## src/rtl/core/mtick_pkg.sv

```systemverilog
package mtick_pkg;

    localparam int unsigned TIME_W      = 32;
    localparam int unsigned REG_IDX_W   = 3;
    localparam int unsigned ACTIVE_W    = 3;
    localparam int unsigned PERIOD_REGS = 4;
    localparam int unsigned MASK_W      = 4;

    typedef logic [TIME_W-1:0] t_time;

    // Register indexes of the configuration port
    typedef enum logic [REG_IDX_W-1:0] {
        REG_ACTIVE_SLOTS     = 3'd0,
        REG_HEARTBEAT_ON     = 3'd1,
        REG_HEARTBEAT_PERIOD = 3'd2,
        REG_PERIOD_SLOT0     = 3'd3,
        REG_PERIOD_SLOT1     = 3'd4,
        REG_PERIOD_SLOT2     = 3'd5,
        REG_PERIOD_SLOT3     = 3'd6
    } t_reg_idx;

    // Item action codes
    localparam logic ACT_START = 1'b0;
    localparam logic ACT_TICK  = 1'b1;

    typedef struct packed {
        logic [ACTIVE_W-1:0]               active_slots;
        logic                              heartbeat_on;
        t_time                             heartbeat_period;
        logic [PERIOD_REGS-1:0][TIME_W-1:0] period;
    } t_cfg;

    typedef struct packed {
        logic              wrapped;
        logic [MASK_W-1:0] fire_mask;
        logic              heartbeat_fired;
        t_time             time_echo;
    } t_result;

endpackage

```

## src/rtl/core/mtick_if.sv

```systemverilog
interface mtick_in_if;
    logic                       valid;
    logic                       ready;
    logic                       action;
    logic [mtick_pkg::TIME_W-1:0] now_us;

    modport source (output valid, action, now_us, input ready);
    modport sink   (input valid, action, now_us, output ready);
endinterface

interface mtick_out_if;
    logic                         valid;
    logic                         ready;
    logic                         wrapped;
    logic [mtick_pkg::MASK_W-1:0] fire_mask;
    logic                         heartbeat_fired;
    logic [mtick_pkg::TIME_W-1:0] time_echo;

    modport source (output valid, wrapped, fire_mask, heartbeat_fired, time_echo,
                    input ready);
    modport sink   (input valid, wrapped, fire_mask, heartbeat_fired, time_echo,
                    output ready);
endinterface

interface mtick_cfg_if;
    logic                            valid;
    logic                            ready;
    logic [mtick_pkg::REG_IDX_W-1:0] index;
    logic [mtick_pkg::TIME_W-1:0]    data;

    modport source (output valid, index, data, input ready);
    modport sink   (input valid, index, data, output ready);
endinterface

```

## src/rtl/core/mtick_cfg.sv

```systemverilog
module mtick_cfg #(
    parameter int unsigned SLOT_COUNT = 4
) (
    input  logic             i_clk,
    input  logic             i_rst_n,
    mtick_cfg_if.sink        i_cfg,
    output mtick_pkg::t_cfg  o_cfg
);

    mtick_pkg::t_cfg r_cfg;
    mtick_pkg::t_cfg n_cfg;
    logic            wr;

    assign i_cfg.ready = 1'b1;
    assign wr          = i_cfg.valid;

    // Decode the register write; indexes beyond the list are dropped
    always_comb begin
        n_cfg = r_cfg;
        if (wr) begin
            unique case (mtick_pkg::t_reg_idx'(i_cfg.index))
                mtick_pkg::REG_ACTIVE_SLOTS:
                    n_cfg.active_slots = i_cfg.data[mtick_pkg::ACTIVE_W-1:0];
                mtick_pkg::REG_HEARTBEAT_ON:
                    n_cfg.heartbeat_on = i_cfg.data[0];
                mtick_pkg::REG_HEARTBEAT_PERIOD:
                    n_cfg.heartbeat_period = i_cfg.data;
                mtick_pkg::REG_PERIOD_SLOT0:
                    if (SLOT_COUNT > 0) n_cfg.period[0] = i_cfg.data;
                mtick_pkg::REG_PERIOD_SLOT1:
                    if (SLOT_COUNT > 1) n_cfg.period[1] = i_cfg.data;
                mtick_pkg::REG_PERIOD_SLOT2:
                    if (SLOT_COUNT > 2) n_cfg.period[2] = i_cfg.data;
                mtick_pkg::REG_PERIOD_SLOT3:
                    if (SLOT_COUNT > 3) n_cfg.period[3] = i_cfg.data;
                default: ;
            endcase
        end
    end

    always_ff @(posedge i_clk) begin
        if (!i_rst_n) begin
            r_cfg <= '0;
        end else begin
            r_cfg <= n_cfg;
        end
    end

    assign o_cfg = r_cfg;

endmodule

```

## src/rtl/core/mtick_eval.sv

```systemverilog
module mtick_eval #(
    parameter int unsigned SLOT_COUNT = 4
) (
    input  logic                   i_clk,
    input  logic                   i_rst_n,
    input  mtick_pkg::t_cfg        i_cfg,
    input  logic                   i_advance,
    input  logic                   i_action,
    input  mtick_pkg::t_time       i_now,
    output mtick_pkg::t_result     o_result
);

    localparam int unsigned SLOT_IDX_W = 5;

    mtick_pkg::t_time r_last_seen;
    mtick_pkg::t_time r_hb_last;
    mtick_pkg::t_time r_slot_last [SLOT_COUNT];

    logic                  is_tick;
    logic                  wrap;
    logic                  resync;
    logic                  hb_fire;
    logic [SLOT_COUNT-1:0] slot_fire;
    mtick_pkg::t_time      hb_elapsed;

    // A start or a backwards timestamp re-bases every last-fire time
    assign is_tick = (i_action == mtick_pkg::ACT_TICK);
    assign wrap    = is_tick && (i_now < r_last_seen);
    assign resync  = !is_tick || wrap;

    assign hb_elapsed = i_now - r_hb_last;
    assign hb_fire    = is_tick && !wrap && i_cfg.heartbeat_on &&
                        (hb_elapsed > i_cfg.heartbeat_period);

    // One subtract and compare per slot
    for (genvar g = 0; g < SLOT_COUNT; g++) begin : g_slot
        mtick_pkg::t_time period;
        mtick_pkg::t_time elapsed;
        logic             enabled;

        if (g < mtick_pkg::PERIOD_REGS) begin : g_reg
            assign period = i_cfg.period[g];
        end else begin : g_zero
            assign period = '0;
        end

        assign enabled      = SLOT_IDX_W'(g) <
                              {{(SLOT_IDX_W-mtick_pkg::ACTIVE_W){1'b0}}, i_cfg.active_slots};
        assign elapsed      = i_now - r_slot_last[g];
        assign slot_fire[g] = is_tick && !wrap && enabled && (elapsed > period);

        always_ff @(posedge i_clk) begin
            if (!i_rst_n) begin
                r_slot_last[g] <= '0;
            end else if (i_advance && (resync || slot_fire[g])) begin
                r_slot_last[g] <= i_now;
            end
        end
    end

    // Report the first four slots only
    for (genvar m = 0; m < mtick_pkg::MASK_W; m++) begin : g_mask
        if (m < SLOT_COUNT) begin : g_on
            assign o_result.fire_mask[m] = slot_fire[m];
        end else begin : g_off
            assign o_result.fire_mask[m] = 1'b0;
        end
    end

    // Heartbeat and last-seen timestamps
    always_ff @(posedge i_clk) begin
        if (!i_rst_n) begin
            r_last_seen <= '0;
            r_hb_last   <= '0;
        end else if (i_advance) begin
            r_last_seen <= i_now;
            if (resync || hb_fire) begin
                r_hb_last <= i_now;
            end
        end
    end

    assign o_result.wrapped         = wrap;
    assign o_result.heartbeat_fired = hb_fire;
    assign o_result.time_echo       = i_now;

endmodule

```

## src/rtl/core/multi_slot_periodic_tick_scheduler_top.sv

```systemverilog
// Channel   Dir  Payload                                          Transfer
// i_in      in   action, now_us                                   valid & ready
// o_out     out  wrapped, fire_mask, heartbeat_fired, time_echo   valid & ready
// i_cfg     in   index (3 b), data (32 b)                         valid & ready
//
// One item per cycle sustained while the output is not stalled.
// The input register feeds one subtract-and-compare per slot, and the result
// register takes the outcome while slot state updates in the same cycle.
// Synchronous active-low reset clears the valid flags, slot state and config registers.
// A stalled output holds its result; input is still taken while the result
// register drains in the same cycle.
module multi_slot_periodic_tick_scheduler_top #(
    parameter int unsigned SLOT_COUNT = 4
) (
    input  logic        i_clk,
    input  logic        i_rst_n,
    mtick_in_if.sink    i_in,
    mtick_out_if.source o_out,
    mtick_cfg_if.sink   i_cfg
);

    mtick_pkg::t_cfg    cfg;
    mtick_pkg::t_result result;

    logic               r_in_valid;
    logic               r_in_action;
    mtick_pkg::t_time   r_in_now;
    logic               r_out_valid;
    mtick_pkg::t_result r_out;
    logic               advance;

    mtick_cfg #(.SLOT_COUNT(SLOT_COUNT)) u_cfg (
        .i_clk   (i_clk),
        .i_rst_n (i_rst_n),
        .i_cfg   (i_cfg),
        .o_cfg   (cfg)
    );

    mtick_eval #(.SLOT_COUNT(SLOT_COUNT)) u_eval (
        .i_clk     (i_clk),
        .i_rst_n   (i_rst_n),
        .i_cfg     (cfg),
        .i_advance (advance),
        .i_action  (r_in_action),
        .i_now     (r_in_now),
        .o_result  (result)
    );

    // Move the held item forward when the result register is free or draining
    assign advance    = r_in_valid && (!r_out_valid || o_out.ready);
    assign i_in.ready = !r_in_valid || advance;

    // Input register
    always_ff @(posedge i_clk) begin
        if (!i_rst_n) begin
            r_in_valid <= 1'b0;
        end else if (i_in.ready) begin
            r_in_valid <= i_in.valid;
        end
    end

    always_ff @(posedge i_clk) begin
        if (i_in.valid && i_in.ready) begin
            r_in_action <= i_in.action;
            r_in_now    <= i_in.now_us;
        end
    end

    // Result register
    always_ff @(posedge i_clk) begin
        if (!i_rst_n) begin
            r_out_valid <= 1'b0;
        end else if (advance) begin
            r_out_valid <= 1'b1;
        end else if (o_out.ready) begin
            r_out_valid <= 1'b0;
        end
    end

    always_ff @(posedge i_clk) begin
        if (advance) begin
            r_out <= result;
        end
    end

    assign o_out.valid           = r_out_valid;
    assign o_out.wrapped         = r_out.wrapped;
    assign o_out.fire_mask       = r_out.fire_mask;
    assign o_out.heartbeat_fired = r_out.heartbeat_fired;
    assign o_out.time_echo       = r_out.time_echo;

endmodule

```

## src/flat_wrapper.sv

```systemverilog
// flat-port wrapper written by rule: the top's interface ports become plain ports
module multi_slot_periodic_tick_scheduler_top_flat 
#(
    parameter int unsigned SLOT_COUNT = 4
)
  (i_clk, i_rst_n, i_in_valid, i_in_action, i_in_now_us, i_in_ready, o_out_valid, o_out_wrapped, o_out_fire_mask, o_out_heartbeat_fired, o_out_time_echo, o_out_ready, i_cfg_valid, i_cfg_index, i_cfg_data, i_cfg_ready);
  mtick_in_if i_in_i ();
  mtick_out_if o_out_i ();
  mtick_cfg_if i_cfg_i ();
  input  logic i_clk;
  input  logic i_rst_n;
  input wire logic [$bits(i_in_i.valid)-1:0] i_in_valid;
  input wire logic [$bits(i_in_i.action)-1:0] i_in_action;
  input wire logic [$bits(i_in_i.now_us)-1:0] i_in_now_us;
  output wire logic [$bits(i_in_i.ready)-1:0] i_in_ready;
  output wire logic [$bits(o_out_i.valid)-1:0] o_out_valid;
  output wire logic [$bits(o_out_i.wrapped)-1:0] o_out_wrapped;
  output wire logic [$bits(o_out_i.fire_mask)-1:0] o_out_fire_mask;
  output wire logic [$bits(o_out_i.heartbeat_fired)-1:0] o_out_heartbeat_fired;
  output wire logic [$bits(o_out_i.time_echo)-1:0] o_out_time_echo;
  input wire logic [$bits(o_out_i.ready)-1:0] o_out_ready;
  input wire logic [$bits(i_cfg_i.valid)-1:0] i_cfg_valid;
  input wire logic [$bits(i_cfg_i.index)-1:0] i_cfg_index;
  input wire logic [$bits(i_cfg_i.data)-1:0] i_cfg_data;
  output wire logic [$bits(i_cfg_i.ready)-1:0] i_cfg_ready;
  assign i_in_i.valid = i_in_valid;
  assign i_in_i.action = i_in_action;
  assign i_in_i.now_us = i_in_now_us;
  assign i_in_ready = i_in_i.ready;
  assign o_out_valid = o_out_i.valid;
  assign o_out_wrapped = o_out_i.wrapped;
  assign o_out_fire_mask = o_out_i.fire_mask;
  assign o_out_heartbeat_fired = o_out_i.heartbeat_fired;
  assign o_out_time_echo = o_out_i.time_echo;
  assign o_out_i.ready = o_out_ready;
  assign i_cfg_i.valid = i_cfg_valid;
  assign i_cfg_i.index = i_cfg_index;
  assign i_cfg_i.data = i_cfg_data;
  assign i_cfg_ready = i_cfg_i.ready;
  multi_slot_periodic_tick_scheduler_top #(.SLOT_COUNT(SLOT_COUNT)) u_core (.i_clk(i_clk), .i_rst_n(i_rst_n), .i_in(i_in_i), .o_out(o_out_i), .i_cfg(i_cfg_i));
endmodule
```

## config.mk

```make
export PLATFORM = sky130hd
export DESIGN_NAME = multi_slot_periodic_tick_scheduler_top_flat
export DESIGN_NICKNAME = d
export VERILOG_FILES = /design/src/rtl/core/mtick_pkg.sv /design/src/rtl/core/mtick_if.sv /design/src/rtl/core/mtick_cfg.sv /design/src/rtl/core/mtick_eval.sv /design/src/rtl/core/multi_slot_periodic_tick_scheduler_top.sv /design/src/flat_wrapper.sv
export SDC_FILE = /design/constraint.sdc
export NUM_CORES = 1
export LEC_CHECK = 0
export BUFFER_PORTS_ARGS = -buffer_cell sky130_fd_sc_hd__buf_2
export CORE_UTILIZATION = 32
export CTS_CLUSTER_SIZE = 40
export DETAILED_ROUTE_END_ITERATION = 8
export GPL_TIMING_DRIVEN = 0
export PLACE_DENSITY = 0.44
export REMOVE_ABC_BUFFERS = 1
export SETUP_SLACK_MARGIN = 0.4
export SLEW_MARGIN = 20
export SYNTH_ARGS = -nofsm -noshare
export SYNTH_HDL_FRONTEND = slang
export SYNTH_HIERARCHICAL = 1
export SYNTH_SLANG_ARGS = --single-unit
```

## constraint.sdc

```tcl
create_clock -name i_clk -period 16.8 [get_ports i_clk]
set_clock_uncertainty 0.1 [all_clocks]
set_input_delay 2.52 -clock i_clk [delete_from_list [all_inputs] [get_ports i_clk]]
set_output_delay 2.52 -clock i_clk [all_outputs]
set_load 0.01 [all_outputs]
```

# Word-level counts from Yosys, hierarchy flattened
# Memory sizes are Yosys's and may differ from the RTL's.
# Cells that the tools add are included.
[classes]
addsub = 5
n_lt_le_gt_ge = 10
eq_ne = 6
n_mux = 19
n_bitwise = 4
n_reduce_logical = 40
[ops]
columns = ["op", "count"]
rows = [
  ["$gt 32x32->1", 5],
  ["$sub 32x32->32", 5],
  ["$mux 32", 4],
  ["$lt 32x32->1", 1],
  ["$logic_and 1x1->1", 18],
  ["$reduce_and 2->1", 8],
  ["$mux 1", 15],
  ["$eq 3x3->1 const B", 3],
  ["$logic_or 1x1->1", 8],
  ["$eq 3x2->1 const B", 2],
  ["$lt 1x3->1 const A", 2],
  ["$lt 2x3->1 const A", 2],
  ["$logic_not 1->1", 4],
  ["$or 1x1->1", 4],
  ["$eq 3x1->1 const B", 1],
  ["$logic_not 3->1", 1],
  ["$reduce_bool 2->1", 1],
]
[word_totals]
regBits = 301
ram_bits = 128
input_bits = 73
output_inout_bits = 41
wordCells = 102
memories = 1
[memory_table]
columns = ["memory", "depth", "width", "read_ports", "rd_clocked_by_memory_dff", "wr", "line_no", "rtl"]
rows = [
  ["u_core.u_eval.r_slot_last", 4, 32, 4, 0, 4, "mtick_eval.sv:17", "mtick_pkg::t_time r_slot_last [SLOT_COUNT];"],
]

# Logic depth before layout (Yosys ltp)
[logic_depth]
depth_word = 12
mapped_depth = 25
ltp_nobuf = 23

# Cells and area by module
# Netlist, hierarchy kept.
[modules_own_cells]
columns = ["mod", "n_inst", "cells_per_inst", "area_per_inst_um2", "seq_area_each_um2"]
rows = [
  ["mtick_eval", 1, 2431, 19957.9, 5124.9],
  ["mtick_cfg", 1, 573, 5958.2, 3283.1],
  ["multi_slot_periodic_tick_scheduler_top", 1, 80, 2235.9, 2172.1],
]

# Worst setup path before layout
# Ideal clock, no wire load.
[synth_timing]
path_kind = "input to register"
startpoint = "in o_out_ready"
endpoint = "mem u_core/u_eval/r_slot_last[2][0] (netlist bit), enable pin"
setup_time_ns = 0.466
arrival_time_ns = 7.633
required_time_ns = 16.234
path_slack_ns = 8.602
cell_stages = 6
n_path_buf = 2
cell_sequence = "nor2b_4 -> nor2b_1 -> clkbuf_1 -> buf_1 -> inv_1 -> o21ai_0"
[synth_rtl]
columns = ["item", "line_no", "rtl"]
rows = [
  ["from (decl)", "flat_wrapper.sv:21", "input wire logic [$bits(o_out_i.ready)-1:0] o_out_ready;"],
  ["to (decl)", "mtick_eval.sv:17", ""],
]

==> results.cfg <==
[outcome]
run_status = complete, no violations

[final_layout]
post-route-util_pct = 37.1
nNetsFinal = 3584
area_delta_synth_final_pct = 14.4
drive_gt1_share_pct = 8.24
layout.cells.most_common_list = sky130_fd_sc_hd__inv_1 (376), sky130_fd_sc_hd__nand2_1 (349), sky130_fd_sc_hd__ha_1 (346)
final_common_cell = sky130_fd_sc_hd__inv_1

[global_route]
met3_usage_pct = 2.12
pin_count_of_the_biggest_net_entering_global_routing = 107
grt_remaining_overflow = 0
grt_antenna_before_repair = 2
track_usage_pct = 17.9
groute.layer.met2.usage_pct = 29.3
first_global_vias = 21500
met1_usage_pct = 24.7
grt_busiest_layer = met2
grt_pass1_wl_um = 123000

[yosys]
synthDominantCellAreaShare_pct = 21.2
synth_top_family_by_area = adder cells
async_reset_ff_share_pct = 0
yosysUniqueCellTypes = 81
post_synth.cell_area_avg_um2 = 9.13
portion_of_netlist_area_occupied_by_mux_cells_pct = 6.97
post_synth_xor_area_fraction_pct = 4.39
number_of_enable_flip_flop_cells_after_synthesis = 199
synthesis.area_um2 = 28200
synth_top_cell_by_area = sky130_fd_sc_hd__edfxtp_1
ys_warn_count = 6
synth_seq_area_share_pct = 37.6
synth_simple_gate_area_share_pct = 13.5
synth_top_cells_by_area = sky130_fd_sc_hd__edfxtp_1 (21%), sky130_fd_sc_hd__dfxtp_1 (16%), sky130_fd_sc_hd__ha_1 (15%)
post_synth_inst_count = 3084
number_of_register_bits_inferred_by_synthesis = 429
synthesized_area_fraction_occupied_by_ao_oa_aoi_and_oai_cells_pct = 14.4
synthAdderAreaFrac_pct = 15.7
synth_top_flop_cell = sky130_fd_sc_hd__dfxtp_1

[clock_tree]
clk_pin_slew_ns = 0.06
cts.path.max_buffers = 3
worst_skew_pair.late_latency_ns = 0.62
cts-htree-levels = 2
root_buffer = sky130_fd_sc_hd__clkbuf_16
clock_tree_from_tritoncts = built
post_cts.resized_instances = 0
cts.repair_timing.setup_buffer_count = 0
hold_buf_cts = 0
cts_buffers = 52
cts.sink_count = 429

[worst_setup_path]
timing.critical_path.max_delay_family = compound AO/OA/AOI/OAI gates
ff2ff_setup_slack_ns = 9.10
reg2reg_from = u_core/r_in_now[1]
type_of_the_worst_setup_path = flip-flop to flip-flop
critical_path.cell_chain = ha_1 -> nor2b_1 -> o31a_1 -> o311ai_0 -> nand3_1 -> o211ai_1 -> o21ai_0 -> a21oi_1 -> o21ai_0 -> xnor2_1 -> ha_1 -> nand4_1 -> or3_1 -> nor4_1 -> inv_1 -> a31oi_1 -> o31ai_1 -> nor2b_4 -> buf_16 -> o21ai_4 -> buf_16
cp_data_arrival_time_ns = 7.91
cp-startpoint = u_core/r_in_now[1]
reg_to_reg_endpoint = u_core/u_eval/r_slot_last[0][6]
setup.worst_path.start_class = flip-flop
number_of_buffers_and_inverters_on_the_critical_path = 3
critPathSlowestCell = sky130_fd_sc_hd__edfxtp_1
endpoint_kind = flip-flop
worst_path_largest_cell_delay_ns = 0.91
cp-endpoint = u_core/u_eval/r_slot_last[0][6]
crit_fanout = 21
critical_path_required_ns = 17.01
worstRegToRegCells = 21
worstSetupPathDepth = 21

[route]
detail-route-antenna-nets = 0
detailroute.via_count = 21500
drc_errors = 0
detailedRoute.firstIterationViolations = 1210
avgRoutedWirePerCell_um = 18.6
drt-vias-per-instance = 4.94
drt_pass1_iterations = 5
wirelength_um = 81100

[timing]
slew-limit-headroom_pct = 39.4
finalWorstPathRequiredPeriod_ns = 7.70
totalNegativeSetupSlack_ns = 0
fmaxAchievable_mhz = 130
timing.final.ws_setup_ns = 9.10
hold_slack_ns = 0.357
timing_max_transition_violations_final = 0
grt_setup_unrepaired = no
setup_violations = 0
timing_hold_violations_final = 0
worstMarginPinSlew_ns = 0.901
period_share_pct = 45.9

[die]
floorplan.initialDensity_pct = 32.4
placementRows = 108
floorplan_die_width_um = 299
ios = 114
die_h_um = 299
placeableCoreArea_um2 = 86900
total_die_area_um2 = 89200

[min_path]
min-delay-path-class = flip-flop to flip-flop

[power]
vdd.ir_drop.worst_mv = 0.0781
power.leakage_nw = 13.7
power_density_nw_per_um2 = 103

[place]
placement.io_buffers = 112
detailedPlace.worstSlack_ns = 8.88
detailedPlacementHpwl_um = 62800
finalWeightedCongestion = 0.860

[flow_run]
max_cap_violations = 0
## state kept, by name, indices dropped and copies added, names as in the netlist
register,cells
u_core/u_eval/r_last_seen,32
u_core/o_out.valid,1
u_core/r_in_now,32
u_core/u_eval/r_hb_last,32
u_core/r_in_action,1
u_core/r_in_valid,1
u_core/o_out.wrapped,1
u_core/u_cfg/o_cfg,164
u_core/o_out.fire_mask,4
u_core/o_out.heartbeat_fired,1
u_core/o_out.time_echo,32
u_core/u_eval/r_slot_last,128
## cell type report
| type | instances | area (um2) |
|---|---|---|
| antenna | 2 | 5.00 |
| clock inverter | 38 | 639 |
| tap | 1155 | 1450 |
| inverter | 376 | 1410 |
| clock buffer | 59 | 1330 |
| timing repair buffer | 144 | 1170 |
| multi-input combinational | 2157 | 15600 |
| sequential | 429 | 10600 |
| fill | 8671 | 54700 |
## synthesized netlist by cell type, drive strengths merged, types with 8 or more instances
cell type,instances
edfxtp,199
a21oi,184
a21o,124
o211ai,9
xor2,40
ha,346
mux2i,196
a211oi,15
nor3,16
and4,10
nand3,62
nand4,41
buf,71
and2,8
a31oi,17
clkbuf,51
nor2,221
and3,14
o21ai,139
nor2b,55
dfxtp,230
o31a,8
xnor2,101
a31o,8
o21a,34
inv,376
nand2b,31
nand2,349
a221oi,8
o21bai,21
o31ai,12
## worst min-delay path by stage
stage / start / endpoint / slack [ns] / cells past startpoint
3_5_place_dp: u_core/u_cfg/o_cfg[137] / u_core/u_cfg/o_cfg[137] / 0.35 / 2
2_1_floorplan: u_core/u_cfg/o_cfg[129] / u_core/u_cfg/o_cfg[129] / 0.33 / 2
5_1_grt: u_core/u_cfg/o_cfg[158] / u_core/u_cfg/o_cfg[158] / 0.37 / 2
4_1_cts: u_core/u_cfg/o_cfg[146] / u_core/u_cfg/o_cfg[146] / 0.36 / 2
6_report: u_core/u_cfg/o_cfg[146] / u_core/u_cfg/o_cfg[146] / 0.36 / 2
3_3_place_gp: u_core/u_cfg/o_cfg[140] / u_core/u_cfg/o_cfg[140] / 0.34 / 2
## routing by layer
metal | routed length [um] | vias to the layer above
met1 | 39400 | 10200
met4 | 2210 | 0
met2 | 36700 | 422
met3 | 2850 | 107
li1 | - | 10800
met5 | 0 | -
## cells by family (layout without fill, tap and decap cells)
logic type	count (synthesis)	after routing
AO/OA/AOI/OAI	632	632
XOR/XNOR	141	141
adder cells (fa/ha/maj)	351	351
other	1	3
multiplexers	196	196
flip-flops	429	429
AND/OR/NAND/NOR	836	836
buffers and inverters	498	617
## where the power goes
group / leakage, nW / switching (W) / internal [W] / total (W)
Clock: 0.944 / 0.000483 / 0.000829 / 0.00131
Combinational: 8.82 / 0.000467 / 0.000342 / 0.000810
Sequential: 3.90 / 0.0000398 / 0.00114 / 0.00118
## through the flow
| stage | power [W] | instance area [um2] | instances |
|---|---|---|---|
| 2_1_floorplan | 0.00176 | 27500 | 2962 |
| 3_3_place_gp | 0.00198 | 29500 | 4229 |
| 3_5_place_dp | 0.00202 | 30200 | 4261 |
| 4_1_cts | 0.00335 | 32200 | 4358 |
| 5_1_grt | 0.00349 | 32200 | 4358 |
| 6_report | 0.00331 | 32200 | 4360 |
## worst min-delay path, stage by stage (launching register included)
cell,delay [ns]
sky130_fd_sc_hd__dfxtp_1,0.31
sky130_fd_sc_hd__nand2_1,0.05
sky130_fd_sc_hd__mux2i_1,0.05
Power figures use the tool's default switching activity.
